===== config.mk =====
export PLATFORM = sky130hd
export DESIGN_NAME = block_buffer_cache_lru_flat
export DESIGN_NICKNAME = d
export VERILOG_FILES = /design/src/design/bbc_pkg.sv /design/src/design/bbc_if.sv /design/src/design/bbc_front.sv /design/src/design/bbc_engine.sv /design/src/design/block_buffer_cache_lru.sv /design/src/flat_wrapper.sv
export SDC_FILE = /design/constraint.sdc
export NUM_CORES = 2
export LEC_CHECK = 0
export BUFFER_PORTS_ARGS = -buffer_cell sky130_fd_sc_hd__buf_4
export CAP_MARGIN = 0
export CORE_MARGIN = 3
export CORE_UTILIZATION = 57
export CTS_CLUSTER_DIAMETER = 30
export DETAILED_ROUTE_END_ITERATION = 7
export PLACE_DENSITY_LB_ADDON = 0.12
export RECOVER_POWER = 50
export SETUP_SLACK_MARGIN = 0.4
export SYNTH_ARGS = -nofsm -noshare
export SYNTH_HDL_FRONTEND = slang
export SYNTH_SLANG_ARGS = --single-unit

===== constraint.sdc =====
create_clock -name clk -period 15.24 [get_ports clk]
set_input_delay 0.762 -clock clk [delete_from_list [all_inputs] [get_ports clk]]
set_output_delay 0.762 -clock clk [all_outputs]
set_load 0.005 [all_outputs]

===== src/design/bbc_pkg.sv =====
// Shared types and constants for the block buffer cache tag table.
// No dependencies; used by the interfaces and every module.
`timescale 1ns / 1ps
package bbc_pkg;
	localparam int NUM_ENTRIES = 16;
	localparam int LBA_BITS    = 48;
	localparam int IDX_W       = $clog2(NUM_ENTRIES);
	localparam int CNT_W       = 5;
	localparam int REFS_W      = 16;
	localparam int STAMP_W     = 32;
	localparam int RANGE_W     = 16;
	localparam int FLAG_W      = 4;

	// flag bits
	localparam int FLAG_DIRTY    = 0;
	localparam int FLAG_UPTODATE = 1;
	localparam int FLAG_FLUSH    = 2;
	localparam int FLAG_TMP      = 3;

	// function codes on the request channel
	localparam logic [2:0] FN_ACQUIRE = 3'd0;
	localparam logic [2:0] FN_RELEASE = 3'd1;
	localparam logic [2:0] FN_INVAL   = 3'd2;
	localparam logic [2:0] FN_DROP    = 3'd3;
	localparam logic [2:0] FN_WFLAGS  = 3'd4;
	localparam logic [2:0] FN_OLDEST  = 3'd5;

	// status codes
	localparam logic [1:0] ST_OK       = 2'd0;
	localparam logic [1:0] ST_NO_FREE  = 2'd1;
	localparam logic [1:0] ST_NOT_HELD = 2'd2;

	// config register indexes
	localparam logic CFG_CAPACITY   = 1'b0;
	localparam logic CFG_WRITE_BACK = 1'b1;

	typedef enum logic [2:0] {
		OP_ACQUIRE, OP_RELEASE, OP_INVAL, OP_DROP, OP_WFLAGS, OP_OLDEST, OP_NOP
	} op_t;

	typedef struct packed {
		op_t                  op;
		logic [LBA_BITS-1:0]  lba;
		logic [RANGE_W-1:0]   range_count;
		logic [FLAG_W-1:0]    flag_bits;
	} item_t;

	typedef struct packed {
		logic                 valid;
		logic [LBA_BITS-1:0]  lba;
		logic [REFS_W-1:0]    refs;
		logic [STAMP_W-1:0]   stamp;
		logic [FLAG_W-1:0]    flags;
		logic                 ready;
	} entry_t;
endpackage


===== src/design/bbc_if.sv =====
// Request and response channel interfaces of the block buffer cache.
// Depends on bbc_pkg.
`timescale 1ns / 1ps
interface bbc_req_if;
	import bbc_pkg::*;
	logic                valid;
	logic                ready;
	logic [2:0]          func;
	logic [LBA_BITS-1:0] lba;
	logic [RANGE_W-1:0]  range_count;
	logic [FLAG_W-1:0]   flag_bits;
	modport source (output valid, func, lba, range_count, flag_bits, input ready);
	modport sink (input valid, func, lba, range_count, flag_bits, output ready);
endinterface

interface bbc_rsp_if;
	import bbc_pkg::*;
	logic                valid;
	logic                ready;
	logic                found;
	logic                is_new;
	logic [1:0]          status;
	logic [IDX_W-1:0]    entry_index;
	logic [LBA_BITS-1:0] out_lba;
	logic [FLAG_W-1:0]   out_flags;
	logic                flush_request;
	logic                freed;
	logic                cache_full;
	logic [CNT_W-1:0]    blocks_held;
	logic [CNT_W-1:0]    peak_blocks;
	logic [REFS_W-1:0]   ref_count_out;
	modport source (output valid, found, is_new, status, entry_index, out_lba, out_flags,
		flush_request, freed, cache_full, blocks_held, peak_blocks, ref_count_out,
		input ready);
	modport sink (input valid, found, is_new, status, entry_index, out_lba, out_flags,
		flush_request, freed, cache_full, blocks_held, peak_blocks, ref_count_out,
		output ready);
endinterface


===== src/design/bbc_front.sv =====
// Front end: accepts requests, decodes the function code, queues items.
// Depends on bbc_pkg and bbc_req_if.
`timescale 1ns / 1ps
module bbc_front (
	input  logic           clk,
	input  logic           arst_n,
	bbc_req_if.sink        req,
	output logic           item_valid,
	input  logic           item_ready,
	output bbc_pkg::item_t item
);
	import bbc_pkg::*;

	localparam int QDEPTH = 2;

	item_t      fifo_q [QDEPTH];
	logic       wptr_q;
	logic       rptr_q;
	logic [1:0] count_q;
	item_t      dec;
	logic       push;
	logic       pop;

	// decode the function code
	always_comb begin
		dec.lba         = req.lba;
		dec.range_count = req.range_count;
		dec.flag_bits   = req.flag_bits;
		unique case (req.func)
			FN_ACQUIRE: dec.op = OP_ACQUIRE;
			FN_RELEASE: dec.op = OP_RELEASE;
			FN_INVAL:   dec.op = OP_INVAL;
			FN_DROP:    dec.op = OP_DROP;
			FN_WFLAGS:  dec.op = OP_WFLAGS;
			FN_OLDEST:  dec.op = OP_OLDEST;
			default:    dec.op = OP_NOP;
		endcase
	end

	assign req.ready  = (count_q != 2'(QDEPTH));
	assign push       = req.valid && req.ready;
	assign item_valid = (count_q != 2'd0);
	assign pop        = item_valid && item_ready;
	assign item       = fifo_q[rptr_q];

	// queue storage
	always_ff @(posedge clk) begin
		if (push) begin
			fifo_q[wptr_q] <= dec;
		end
	end

	// queue pointers
	always_ff @(posedge clk or negedge arst_n) begin
		if (!arst_n) begin
			wptr_q  <= 1'b0;
			rptr_q  <= 1'b0;
			count_q <= 2'd0;
		end else begin
			if (push) wptr_q <= ~wptr_q;
			if (pop) rptr_q <= ~rptr_q;
			count_q <= count_q + 2'(push) - 2'(pop);
		end
	end
endmodule


===== src/design/bbc_engine.sv =====
// Back end: scans the tag table one entry per cycle, then applies the operation.
// Depends on bbc_pkg and bbc_rsp_if.
`timescale 1ns / 1ps
module bbc_engine (
	input  logic                  clk,
	input  logic                  arst_n,
	input  logic                  item_valid,
	output logic                  item_ready,
	input  bbc_pkg::item_t        item,
	input  logic [bbc_pkg::CNT_W-1:0] capacity,
	input  logic                  write_back,
	bbc_rsp_if.source             rsp
);
	import bbc_pkg::*;

	typedef enum logic [1:0] {S_IDLE, S_SCAN, S_ACT} state_t;

	typedef struct packed {
		logic                found;
		logic                is_new;
		logic [1:0]          status;
		logic [IDX_W-1:0]    entry_index;
		logic [LBA_BITS-1:0] out_lba;
		logic [FLAG_W-1:0]   out_flags;
		logic                flush_request;
		logic                freed;
		logic                cache_full;
		logic [CNT_W-1:0]    blocks_held;
		logic [CNT_W-1:0]    peak_blocks;
		logic [REFS_W-1:0]   ref_count_out;
	} res_t;

	state_t              state_q;
	item_t               item_q;
	logic [IDX_W-1:0]    idx_q;
	logic                hit_q, free_ok_q, old_ok_q, any_q;
	logic [IDX_W-1:0]    hit_idx_q, free_idx_q, old_idx_q;
	logic [STAMP_W-1:0]  old_stamp_q;
	logic [STAMP_W-1:0]  stamp_q;
	logic [CNT_W-1:0]    held_q, peak_q;
	logic                rsp_valid_q;
	res_t                rsp_q;

	// table storage
	logic                valid_q [NUM_ENTRIES];
	logic                ready_q [NUM_ENTRIES];
	logic [LBA_BITS-1:0] lba_q   [NUM_ENTRIES];
	logic [REFS_W-1:0]   refs_q  [NUM_ENTRIES];
	logic [STAMP_W-1:0]  stampe_q[NUM_ENTRIES];
	logic [FLAG_W-1:0]   flags_q [NUM_ENTRIES];

	logic [IDX_W-1:0]    act_idx, ridx;
	entry_t              cur, rec;
	logic                we;
	logic [IDX_W-1:0]    widx;
	logic                out_free;
	logic [LBA_BITS-1:0] diff;
	logic                match, in_range;
	res_t                res;
	logic [STAMP_W-1:0]  stamp_n;
	logic [CNT_W-1:0]    held_n, peak_n;

	assign act_idx = (item_q.op == OP_ACQUIRE && !hit_q) ? free_idx_q :
		(item_q.op == OP_OLDEST) ? old_idx_q : hit_idx_q;
	assign ridx = (state_q == S_SCAN) ? idx_q : act_idx;

	// single read port
	always_comb begin
		cur.valid = valid_q[ridx];
		cur.ready = ready_q[ridx];
		cur.lba   = lba_q[ridx];
		cur.refs  = refs_q[ridx];
		cur.stamp = stampe_q[ridx];
		cur.flags = flags_q[ridx];
	end

	assign match    = cur.valid && (cur.lba == item_q.lba);
	assign diff     = cur.lba - item_q.lba;
	assign in_range = cur.valid && (cur.lba >= item_q.lba) &&
		(diff < LBA_BITS'(item_q.range_count));
	assign out_free   = !rsp_valid_q || rsp.ready;
	assign item_ready = (state_q == S_IDLE);

	// entry update and result for the scan and action steps
	always_comb begin
		rec     = cur;
		we      = 1'b0;
		widx    = ridx;
		res     = '0;
		stamp_n = stamp_q;
		held_n  = held_q;
		peak_n  = peak_q;
		if (state_q == S_SCAN) begin
			if (item_q.op == OP_INVAL && in_range) begin
				we = 1'b1;
				rec.flags[FLAG_DIRTY]    = 1'b0;
				rec.flags[FLAG_UPTODATE] = 1'b0;
				rec.ready = 1'b0;
			end
		end else if (state_q == S_ACT) begin
			case (item_q.op)
				OP_ACQUIRE: begin
					if (hit_q) begin
						we = 1'b1;
						if (cur.refs == '0) begin
							stamp_n   = stamp_q + 1'b1;
							rec.stamp = stamp_n;
							rec.ready = 1'b0;
						end
						if (cur.refs != '1) rec.refs = cur.refs + 1'b1;
						res.found = 1'b1;
					end else if (free_ok_q) begin
						we        = 1'b1;
						stamp_n   = stamp_q + 1'b1;
						rec.valid = 1'b1;
						rec.lba   = item_q.lba;
						rec.refs  = REFS_W'(1);
						rec.stamp = stamp_n;
						rec.flags = '0;
						rec.ready = 1'b0;
						held_n    = held_q + 1'b1;
						if (peak_q < held_n) peak_n = held_n;
						res.is_new = 1'b1;
					end else begin
						res.status = ST_NO_FREE;
					end
				end
				OP_RELEASE: begin
					if (!hit_q) begin
						res.status = ST_NOT_HELD;
					end else begin
						we = 1'b1;
						res.found = 1'b1;
						if (cur.refs != '0) begin
							rec.refs = cur.refs - 1'b1;
							if (rec.refs == '0) begin
								if (cur.flags[FLAG_DIRTY] && cur.flags[FLAG_UPTODATE]) begin
									if (write_back && !cur.flags[FLAG_FLUSH] &&
										!cur.flags[FLAG_TMP]) begin
										rec.ready = 1'b1;
									end else begin
										res.flush_request     = 1'b1;
										rec.flags[FLAG_FLUSH] = 1'b0;
									end
								end
								if (!rec.flags[FLAG_UPTODATE] || rec.flags[FLAG_TMP]) begin
									rec.valid = 1'b0;
									rec.ready = 1'b0;
									if (held_q != '0) held_n = held_q - 1'b1;
									res.freed = 1'b1;
								end
							end
						end
					end
				end
				OP_INVAL: res.found = any_q;
				OP_DROP: begin
					if (!hit_q) begin
						res.status = ST_NOT_HELD;
					end else begin
						we        = 1'b1;
						rec.valid = 1'b0;
						rec.ready = 1'b0;
						if (held_q != '0) held_n = held_q - 1'b1;
						res.found = 1'b1;
						res.freed = 1'b1;
					end
				end
				OP_WFLAGS: begin
					if (!hit_q) begin
						res.status = ST_NOT_HELD;
					end else begin
						we        = 1'b1;
						rec.flags = item_q.flag_bits;
						if (!item_q.flag_bits[FLAG_DIRTY]) rec.ready = 1'b0;
						res.found = 1'b1;
					end
				end
				OP_OLDEST: begin
					if (!old_ok_q) res.status = ST_NOT_HELD;
					else res.found = 1'b1;
				end
				default: ;
			endcase
			// describe the entry concerned
			if (res.found || res.is_new) begin
				res.entry_index   = act_idx;
				res.out_lba       = rec.lba;
				res.out_flags     = rec.flags;
				res.ref_count_out = rec.refs;
			end
			if (item_q.op == OP_INVAL) begin
				res.entry_index   = '0;
				res.out_lba       = '0;
				res.out_flags     = '0;
				res.ref_count_out = '0;
			end
			res.cache_full  = (held_n >= capacity);
			res.blocks_held = held_n;
			res.peak_blocks = peak_n;
			if (!out_free) we = 1'b0;
		end
	end

	// entry payload write port
	always_ff @(posedge clk) begin
		if (we) begin
			lba_q[widx]    <= rec.lba;
			refs_q[widx]   <= rec.refs;
			stampe_q[widx] <= rec.stamp;
			flags_q[widx]  <= rec.flags;
		end
	end

	// valid and ready marks
	always_ff @(posedge clk or negedge arst_n) begin
		if (!arst_n) begin
			for (int i = 0; i < NUM_ENTRIES; i++) begin
				valid_q[i] <= 1'b0;
				ready_q[i] <= 1'b0;
			end
		end else if (we) begin
			valid_q[widx] <= rec.valid;
			ready_q[widx] <= rec.ready;
		end
	end

	// sequencer, scan trackers, counters and response register
	always_ff @(posedge clk or negedge arst_n) begin
		if (!arst_n) begin
			state_q     <= S_IDLE;
			idx_q       <= '0;
			hit_q       <= 1'b0;
			free_ok_q   <= 1'b0;
			old_ok_q    <= 1'b0;
			any_q       <= 1'b0;
			stamp_q     <= '0;
			held_q      <= '0;
			peak_q      <= '0;
			rsp_valid_q <= 1'b0;
		end else begin
			if (rsp_valid_q && rsp.ready) rsp_valid_q <= 1'b0;
			unique case (state_q)
				S_IDLE: begin
					if (item_valid) begin
						item_q    <= item;
						idx_q     <= '0;
						hit_q     <= 1'b0;
						free_ok_q <= 1'b0;
						old_ok_q  <= 1'b0;
						any_q     <= 1'b0;
						state_q   <= S_SCAN;
					end
				end
				S_SCAN: begin
					if (match && !hit_q) begin
						hit_q     <= 1'b1;
						hit_idx_q <= idx_q;
					end
					if (!cur.valid && !free_ok_q) begin
						free_ok_q  <= 1'b1;
						free_idx_q <= idx_q;
					end
					if (cur.valid && cur.refs == '0 &&
						(!old_ok_q || cur.stamp < old_stamp_q)) begin
						old_ok_q    <= 1'b1;
						old_idx_q   <= idx_q;
						old_stamp_q <= cur.stamp;
					end
					if (item_q.op == OP_INVAL && in_range) any_q <= 1'b1;
					if (idx_q == IDX_W'(NUM_ENTRIES - 1)) state_q <= S_ACT;
					idx_q <= idx_q + 1'b1;
				end
				S_ACT: begin
					if (out_free) begin
						stamp_q     <= stamp_n;
						held_q      <= held_n;
						peak_q      <= peak_n;
						rsp_q       <= res;
						rsp_valid_q <= 1'b1;
						state_q     <= S_IDLE;
					end
				end
				default: state_q <= S_IDLE;
			endcase
		end
	end

	assign rsp.valid         = rsp_valid_q;
	assign rsp.found         = rsp_q.found;
	assign rsp.is_new        = rsp_q.is_new;
	assign rsp.status        = rsp_q.status;
	assign rsp.entry_index   = rsp_q.entry_index;
	assign rsp.out_lba       = rsp_q.out_lba;
	assign rsp.out_flags     = rsp_q.out_flags;
	assign rsp.flush_request = rsp_q.flush_request;
	assign rsp.freed         = rsp_q.freed;
	assign rsp.cache_full    = rsp_q.cache_full;
	assign rsp.blocks_held   = rsp_q.blocks_held;
	assign rsp.peak_blocks   = rsp_q.peak_blocks;
	assign rsp.ref_count_out = rsp_q.ref_count_out;
endmodule


===== src/design/block_buffer_cache_lru.sv =====
// Block buffer cache tag table, LRU, 16 entries.
// Each accepted item is taken in the idle state, then a tag scan reads one entry per cycle,
// and an action step applies the operation; the engine takes no new item until it is done.
// A two-item queue in front lets requests be taken while the scan runs; a result still
// waiting on the output holds the action step. Reset (arst_n low, asynchronous) empties
// the table, counters and queues; capacity returns to 16 and write-back to off.
`timescale 1ns / 1ps
module block_buffer_cache_lru (
	input  logic                      clk,
	input  logic                      arst_n,
	bbc_req_if.sink                   req,
	bbc_rsp_if.source                 rsp,
	input  logic                      cfg_we,
	input  logic                      cfg_index,
	input  logic [bbc_pkg::CNT_W-1:0] cfg_data
);
	import bbc_pkg::*;

	logic             item_valid;
	logic             item_ready;
	item_t            item;
	logic [CNT_W-1:0] capacity_q;
	logic             write_back_q;

	// configuration registers
	always_ff @(posedge clk or negedge arst_n) begin
		if (!arst_n) begin
			capacity_q   <= CNT_W'(NUM_ENTRIES);
			write_back_q <= 1'b0;
		end else if (cfg_we) begin
			unique case (cfg_index)
				CFG_CAPACITY:   capacity_q   <= cfg_data;
				CFG_WRITE_BACK: write_back_q <= cfg_data[0];
				default: ;
			endcase
		end
	end

	bbc_front u_front (
		.clk        (clk),
		.arst_n     (arst_n),
		.req        (req),
		.item_valid (item_valid),
		.item_ready (item_ready),
		.item       (item)
	);

	bbc_engine u_engine (
		.clk        (clk),
		.arst_n     (arst_n),
		.item_valid (item_valid),
		.item_ready (item_ready),
		.item       (item),
		.capacity   (capacity_q),
		.write_back (write_back_q),
		.rsp        (rsp)
	);
endmodule


===== src/flat_wrapper.sv =====
// flat-port wrapper written by rule: the top's interface ports become plain ports
module block_buffer_cache_lru_flat import bbc_pkg::*;
  (clk, arst_n, cfg_we, cfg_index, cfg_data, req_valid, req_func, req_lba, req_range_count, req_flag_bits, req_ready, rsp_valid, rsp_found, rsp_is_new, rsp_status, rsp_entry_index, rsp_out_lba, rsp_out_flags, rsp_flush_request, rsp_freed, rsp_cache_full, rsp_blocks_held, rsp_peak_blocks, rsp_ref_count_out, rsp_ready);
  bbc_req_if req_i ();
  bbc_rsp_if rsp_i ();
  input  logic clk;
  input  logic arst_n;
  input  logic cfg_we;
  input  logic cfg_index;
  input  logic [bbc_pkg::CNT_W-1:0] cfg_data;
  input wire logic [$bits(req_i.valid)-1:0] req_valid;
  input wire logic [$bits(req_i.func)-1:0] req_func;
  input wire logic [$bits(req_i.lba)-1:0] req_lba;
  input wire logic [$bits(req_i.range_count)-1:0] req_range_count;
  input wire logic [$bits(req_i.flag_bits)-1:0] req_flag_bits;
  output wire logic [$bits(req_i.ready)-1:0] req_ready;
  output wire logic [$bits(rsp_i.valid)-1:0] rsp_valid;
  output wire logic [$bits(rsp_i.found)-1:0] rsp_found;
  output wire logic [$bits(rsp_i.is_new)-1:0] rsp_is_new;
  output wire logic [$bits(rsp_i.status)-1:0] rsp_status;
  output wire logic [$bits(rsp_i.entry_index)-1:0] rsp_entry_index;
  output wire logic [$bits(rsp_i.out_lba)-1:0] rsp_out_lba;
  output wire logic [$bits(rsp_i.out_flags)-1:0] rsp_out_flags;
  output wire logic [$bits(rsp_i.flush_request)-1:0] rsp_flush_request;
  output wire logic [$bits(rsp_i.freed)-1:0] rsp_freed;
  output wire logic [$bits(rsp_i.cache_full)-1:0] rsp_cache_full;
  output wire logic [$bits(rsp_i.blocks_held)-1:0] rsp_blocks_held;
  output wire logic [$bits(rsp_i.peak_blocks)-1:0] rsp_peak_blocks;
  output wire logic [$bits(rsp_i.ref_count_out)-1:0] rsp_ref_count_out;
  input wire logic [$bits(rsp_i.ready)-1:0] rsp_ready;
  assign req_i.valid = req_valid;
  assign req_i.func = req_func;
  assign req_i.lba = req_lba;
  assign req_i.range_count = req_range_count;
  assign req_i.flag_bits = req_flag_bits;
  assign req_ready = req_i.ready;
  assign rsp_valid = rsp_i.valid;
  assign rsp_found = rsp_i.found;
  assign rsp_is_new = rsp_i.is_new;
  assign rsp_status = rsp_i.status;
  assign rsp_entry_index = rsp_i.entry_index;
  assign rsp_out_lba = rsp_i.out_lba;
  assign rsp_out_flags = rsp_i.out_flags;
  assign rsp_flush_request = rsp_i.flush_request;
  assign rsp_freed = rsp_i.freed;
  assign rsp_cache_full = rsp_i.cache_full;
  assign rsp_blocks_held = rsp_i.blocks_held;
  assign rsp_peak_blocks = rsp_i.peak_blocks;
  assign rsp_ref_count_out = rsp_i.ref_count_out;
  assign rsp_i.ready = rsp_ready;
  block_buffer_cache_lru u_core (.clk(clk), .arst_n(arst_n), .req(req_i), .rsp(rsp_i), .cfg_we(cfg_we), .cfg_index(cfg_index), .cfg_data(cfg_data));
endmodule

* Word level (Yosys, flattened, before mapping)
Memory sizes are Yosys's and may differ from the RTL's. A register that Yosys moved wholly into a read port is not among the register bits. Cells that the tools add are included.
Storage, ports and cells: memories kept 5, register bits after elaboration 228, input port bits 82, output and inout port bits 91, RAM bits 1742
Cells by class: equality and inequality tests 24, reduce and logical (&&, ||, !) cells 57, add/sub/neg operators 9, multiplexer cells 123, $lt $le $gt $ge 7, bitwise operators 11
Memories:
- u_core.u_engine.lba_q | depth 16, bits a word 48, rd ports 1, clocked after memory_dff 0, wr ports 1, RTL line bbc_engine.sv:47 | logic [LBA_BITS-1:0] lba_q [NUM_ENTRIES];
- u_core.u_engine.stampe_q | depth 16, bits a word 32, rd ports 1, clocked after memory_dff 0, wr ports 1, RTL line bbc_engine.sv:49 | logic [STAMP_W-1:0] stampe_q[NUM_ENTRIES];
- u_core.u_engine.refs_q | depth 16, bits a word 16, rd ports 1, clocked after memory_dff 0, wr ports 1, RTL line bbc_engine.sv:48 | logic [REFS_W-1:0] refs_q [NUM_ENTRIES];
- u_core.u_front.fifo_q | depth 2, bits a word 71, rd ports 1, clocked after memory_dff 1, wr ports 1, RTL line bbc_front.sv:16 | item_t fifo_q [QDEPTH];
- u_core.u_engine.flags_q | depth 16, bits a word 4, rd ports 1, clocked after memory_dff 0, wr ports 1, RTL line bbc_engine.sv:50 | logic [FLAG_W-1:0] flags_q [NUM_ENTRIES];
Operator list (count):
- $mux 102 | 4
- $mux 32 | 5
- $mux 99 | 1
- $mux 48 | 2
- $mux 5 | 15
- $mux 1 | 56
- $mux 49 | 1
- $eq 48x48->1 | 1
- $ge 48x48->1 | 1
- $lt 48x16->1 | 1
- $mux 16 | 3
- $sub 48x48->48 | 1
- $reduce_and 3->1 | 11
- $add 32x1->32 const B | 1
- $bwmux 16 | 2
- $logic_not 16->1 | 2
- $lt 32x32->1 | 1
- $pmux 16 s2 | 1
- $mux 4 | 5
- $pmux 3 s6 | 1
- $add 16x1->16 const B | 1
- $logic_and 1x1->1 | 16
- $ne 16x16->1 const B | 1
- $reduce_bool 16->1 | 1
- 42 further kinds | 97

* Logic depth before layout (Yosys ltp)
word-level depth 18, mapped depth 48, gate-level depth less buffers 36

* Cells and area by module
A second synthesis with hierarchy kept.
Second synthesis, totals: cell total of the unflattened synthesis 7247, area, all modules 87571.5 µm²
By module, submodules not included:
- bbc_engine | area each 81951.1 µm², cells an instance 6987, instances 1
- bbc_front | area each 5383.9 µm², cells an instance 246, instances 1
- block_buffer_cache_lru | area each 236.5 µm², cells an instance 14, instances 1

* Least setup slack after synthesis
No wires, ideal clock.
path kind register to register, start point reg u_core.u_engine.item_q[70] (netlist name), end point mem u_core.u_engine.flags_q[13][0] (enable), cell stages (with the launch flop) 43, period minus slack after synthesis 15.577 ns, path slack -0.337 ns, data arrival time 14.896 ns, data required time 14.559 ns, buffers on the path 10, path through edfxtp_1 > buf_6 > nor4_4 > a21oi_2 > a31oi_2 > buf_2 > buf_6 > buf_4 > buf_2 > buf_2 > buf_2 > clkbuf_1 > clkbuf_1 > clkbuf_1 > nand3_1 > nand3_1 > nand3_1 > and2_1 > [7 not listed] > nor2b_1 > o21ai_0 > nand2b_1 > a21o_1 > a21oi_1 > xnor2_1 > ha_1 > a21oi_1 > nor2b_1 > o21ai_0 > o2111ai_1 > nor4_1 > nand3b_1 > a2111oi_0 > nand4_1 > nor4_1 > a21oi_1 > nor3_1
Between the ends: cells in the longest elaborated chain, start to end 15
RTL lines:
- from (decl) | RTL line bbc_engine.sv:34 | item_t item_q;
- from (signal assigned) | RTL line bbc_engine.sv:246 | item_q <= item;
- branches (longest 15 deep; another with $mem_v2 16x48)
- to (decl) | RTL line bbc_engine.sv:50
Parallel ways; which one is timed is not known. The select of a mux whose other input is x is not followed.

* Final worst setup path
start point reg u_core.u_engine.item_q[68] (netlist name), end point mem u_core.u_engine.stampe_q[1][31] (enable)
Between the ends: cells in the longest elaborated chain, start to end 15
RTL lines (RTL line):
- branches (longest 15 deep; another with $mem_v2 16x48)
- to (decl) | bbc_engine.sv:49
Parallel ways; which one is timed is not known. The select of a mux whose other input is x is not followed.

==> reports/summary.txt <==
share of final-layout standard cells stronger than drive strength 1: 12.4%
Tmin final: 13.69 ns
Tot GR Track Use: 31.7%
number of placed instances, taps included: 9305
length of the first detailed-routing pass in iterations: 6
fraction of the yosys area taken by sequential cells: 68.8%
IO Count: 173
#FFs+latches synth: 2025
share of async-settable or async-resettable flops after synthesis: 3.90%
die area: 159000 µm²
Post-DRT Antenna Nets: 0
most instantiated flip-flop cell in the synthesis netlist: sky130_fd_sc_hd__edfxtp_1
first-pass GRT wire length: 378000 µm
Max FO, Critical Path: 120
total congestion overflow after global routing: 0
Syn Std Cell Area: 87800 µm²
number of buffers inserted by port buffering: 172
Clock H-tree levels: 5
post-CTS setup repair buffer count: 0
Worst EP required: 15.80 ns
adder-cell share of the synthesized area: 1.63%
non-filler instance count after layout: 10100
number of distinct library cells after synthesis: 104
routed length on met2: 123000 µm
Synthesized Nets: 7551
Data arrival, critical path: 14.25 ns
fraction of the mapped netlist area in compound gates: 7.16%
startpoint types: flip-flop
worst-case setup slack after placement: 3.26 ns
wire length per cell after detailed routing: 25.0 µm
total area of multi-input combinational cells: 24900 µm²
setup repair after global routing missed its margin: no
Maximum Capacitance Violations: 31
row count: 143
clock tree sinks: 2025
Iter 0 DRT Violations: 6656
setup total negative slack: 0 ns
worst hold start: cfg_data[1]
kind of end point of the critical path: flip-flop
Floorplan Core Area: 152000 µm²
clock tree from TritonCTS: done
top layer used by detailed routing: met4
Total Routed Length: 252000 µm
met1 wire length: 98600 µm
worst-margin pin slew: 3.80 ns
mux contribution to synthesized area: 1.54%
simple-gate area share of the yosys netlist: 16.9%
number of hold violations in the final report: 0
initial antenna violation count: 1
routed via count: 61700
Worst R2R Start: u_core.u_engine.item_q[68]$_DFFE_PP_
clock root buffer: sky130_fd_sc_hd__clkbuf_16
number of flops mapped to enable cells by yosys: 1946
detailed placer's ending HPWL: 146000 µm
Via-to-Cell Ratio: 6.11
Final Cycle Share: 89.9%
number of global-route vias before repair: 60800
violations in the final reports: max-capacitance violations, max-slew violations
Final Worst Setup Slack: 1.55 ns
Yosys warning total: 0
worst min path class: in -> reg
pin count of the biggest net entering global routing: 160
register area: 60400 µm²
NumNets Final: 7939
chip height: 399 µm
count of final max-slew check failures: 1021
Worst Setup Path Type: reg -> reg
number of setup violations in the final report: 0
number of cells produced by synthesis: 7355
post-synthesis average cell area: 11.9 µm²
Max-Slew Margin vs Limit: -154%
Worst-Skew Late Latency: 0.95 ns
Critical Path Start: u_core.u_engine.item_q[68]$_DFFE_PP_
layout overhead on the synthesized area: 19.8%
xor-xnor portion of the synthesized cell area: 0.947%
run status: finished with violations
wire length on met3: 19100 µm
TritonCTS Buffers: 405
clk buf depth: 4
Worst Clk Skew: 0.0941 ns
final weighted congestion in routability-driven placement: 0.939
Die X-Extent: 399 µm
Max Fclk: 73.0 MHz
post-CTS clock slew at the launch and capture registers of the worst setup and hold paths: 0.05 ns
Layout fillers: 10800
starting density of the core: 57.6%
largest family of logic cells by synthesized area: simple AND/OR/NAND/NOR gates
final routed DRC violation total: 0
critical path, cell delays in order (launching register included):
cell	delay (ns)
sky130_fd_sc_hd__edfxtp_1	0.31
sky130_fd_sc_hd__clkbuf_1	1.44
sky130_fd_sc_hd__nand2b_1	0.50
sky130_fd_sc_hd__a221o_1	0.52
sky130_fd_sc_hd__a21oi_1	0.25
sky130_fd_sc_hd__buf_12	0.42
sky130_fd_sc_hd__clkbuf_1	2.19
sky130_fd_sc_hd__nand3_1	0.31
sky130_fd_sc_hd__nand3_1	0.27
sky130_fd_sc_hd__nand3_1	0.10
sky130_fd_sc_hd__o21ai_0	0.24
sky130_fd_sc_hd__inv_1	0.17
sky130_fd_sc_hd__ha_1	0.47
sky130_fd_sc_hd__a21o_1	0.24
sky130_fd_sc_hd__a21o_1	0.17
sky130_fd_sc_hd__a21oi_1	0.24
sky130_fd_sc_hd__and4b_1	0.30
sky130_fd_sc_hd__o211ai_1	0.26
sky130_fd_sc_hd__a31oi_1	0.59
sky130_fd_sc_hd__nor3_1	0.20
sky130_fd_sc_hd__nor4_1	0.48
sky130_fd_sc_hd__nand4_1	0.15
sky130_fd_sc_hd__nor4_1	0.81
sky130_fd_sc_hd__and2_1	0.39
sky130_fd_sc_hd__o21ai_0	0.48
sky130_fd_sc_hd__nor2_4	1.02
sky130_fd_sc_hd__buf_4	0.56
path summary, 6_finish.rpt:
path,slack (ns),cells past startpoint,endpoint
max,1.55,26,u_core.u_engine.stampe_q[1][31]$_DFFE_PP_
min,0.05,3,u_core.capacity_q[1]$_DFFE_PN0P_
max reg2reg,1.55,26,u_core.u_engine.stampe_q[1][31]$_DFFE_PP_
min reg2reg,0.48,1,u_core.u_engine.any_q$_DFFE_PN0P_
max in group asynchronous,10.29,3,u_core.u_engine.stamp_q[25]$_DFFE_PN0P_
min in group asynchronous,0.82,2,u_core.capacity_q[1]$_DFFE_PN0P_
state kept, by name, summed over array words and instances (netlist names), 5 cells and up:
name and cells:
u_core.u_engine.lba_q 768, u_core.u_engine.stampe_q 512, u_core.u_engine.refs_q 256, u_core.u_front.fifo_q 142, u_core.u_engine.item_q 71, u_core.u_engine.flags_q 64, u_core.u_engine.rsp.out_lba 48, u_core.u_engine.old_stamp_q 32
u_core.u_engine.stamp_q 32, u_core.u_engine.rsp.ref_count_out 16, u_core.u_engine.valid_q 16, u_core.capacity_q 5, u_core.u_engine.held_q 5, u_core.u_engine.peak_q 5, u_core.u_engine.rsp.blocks_held 5, u_core.u_engine.rsp.peak_blocks 5
layer usage:
layer | vias to the layer above | global-route usage (%)
met1 | 30500 | 41.6
met4 | 0 | 14.7
met3 | 545 | 5.02
met5 | - | 0
met2 | 2979 | 52.1
li1 | 27700 | -
cells by family (layout without fill, tap and decap cells):
kind of cell,Yosys count,count (layout)
compound gates,976,976
xor+xnor,95,95
fa+ha+maj,114,114
buf+inv,635,1350
flops,2025,2025
mux,124,124
other cells,0,1
simple gates,3386,3386
Yosys cell counts (all sizes together) (38+ instances only):
library cell	count	area, µm²
buf	149	821
nor3	50	250
edfxtp	1946	58400
nand3	965	4830
nand2	1804	6770
dfrtp	78	1950
o21ai	210	1050
mux2	88	991
a21o	52	390
a31oi	69	459
a311oi	38	333
inv	192	721
clkbuf	292	1100
nor2	291	1100
and3	79	494
nand4	38	238
xnor2	67	587
ha	113	1410
a21oi	333	1680
repair_timing:
action | CTS | global route
resized for setup | 0 | 0
hold endpoints to repair | 138 | 0
hold buffers | 59 | 0
cell type report:
class,count,area share (%)
inverter,194,0.692
tap,2030,2.41
sequential,2025,57.4
clock inverter,290,2.97
clock buffer,444,9.99
antenna,1,0.00238
multi-input combinational,4695,23.7
timing repair buffer,422,2.81
cells in the final DEF, fill, tap and decap left out, types with 40 or more instances in the layout:
| cell | synthesis | layout |
|---|---|---|
| sky130_fd_sc_hd__dfrtp_1 | 78 | 78 |
| sky130_fd_sc_hd__ha_1 | 113 | 113 |
| sky130_fd_sc_hd__and3_1 | 79 | 78 |
| sky130_fd_sc_hd__nand3_1 | 964 | 965 |
| sky130_fd_sc_hd__a21o_1 | 52 | 51 |
| sky130_fd_sc_hd__inv_1 | 192 | 192 |
| sky130_fd_sc_hd__nand2_1 | 1804 | 1804 |
| sky130_fd_sc_hd__o21ai_0 | 200 | 203 |
| sky130_fd_sc_hd__xnor2_1 | 67 | 67 |
| sky130_fd_sc_hd__clkinv_4 | 0 | 40 |
| sky130_fd_sc_hd__bufinv_16 | 0 | 50 |
| sky130_fd_sc_hd__mux2_2 | 87 | 68 |
| sky130_fd_sc_hd__a21oi_1 | 330 | 330 |
| sky130_fd_sc_hd__clkbuf_1 | 291 | 195 |
| sky130_fd_sc_hd__clkinv_1 | 2 | 42 |
| sky130_fd_sc_hd__edfxtp_1 | 1946 | 1946 |
| sky130_fd_sc_hd__nor2_1 | 289 | 275 |
| sky130_fd_sc_hd__dlygate4sd3_1 | 0 | 59 |
| sky130_fd_sc_hd__buf_4 | 10 | 79 |
| sky130_fd_sc_hd__a31oi_1 | 66 | 66 |
| sky130_fd_sc_hd__clkbuf_4 | 0 | 93 |
| sky130_fd_sc_hd__nor3_1 | 50 | 46 |
| sky130_fd_sc_hd__clkinvlp_4 | 0 | 55 |
| sky130_fd_sc_hd__clkbuf_16 | 0 | 414 |
| sky130_fd_sc_hd__clkinv_2 | 0 | 68 |
per-stage QoR:
stage / hold slack [ns] / utilization, % / cell area, µm²
3_3_place_gp: 0.474 / 60.2 / 91700
6_report: 0.0493 / 69.0 / 105000
2_1_floorplan: 0.444 / - / 87800
4_1_cts: 0.000438 / 69.5 / 106000
3_5_place_dp: 0.476 / 60.2 / 91700
5_1_grt: 0.0365 / 69.0 / 105000
Power is left out: the tool's default activity adds up to more than one toggle a clock period on the data nets, which glitch-free logic cannot reach.
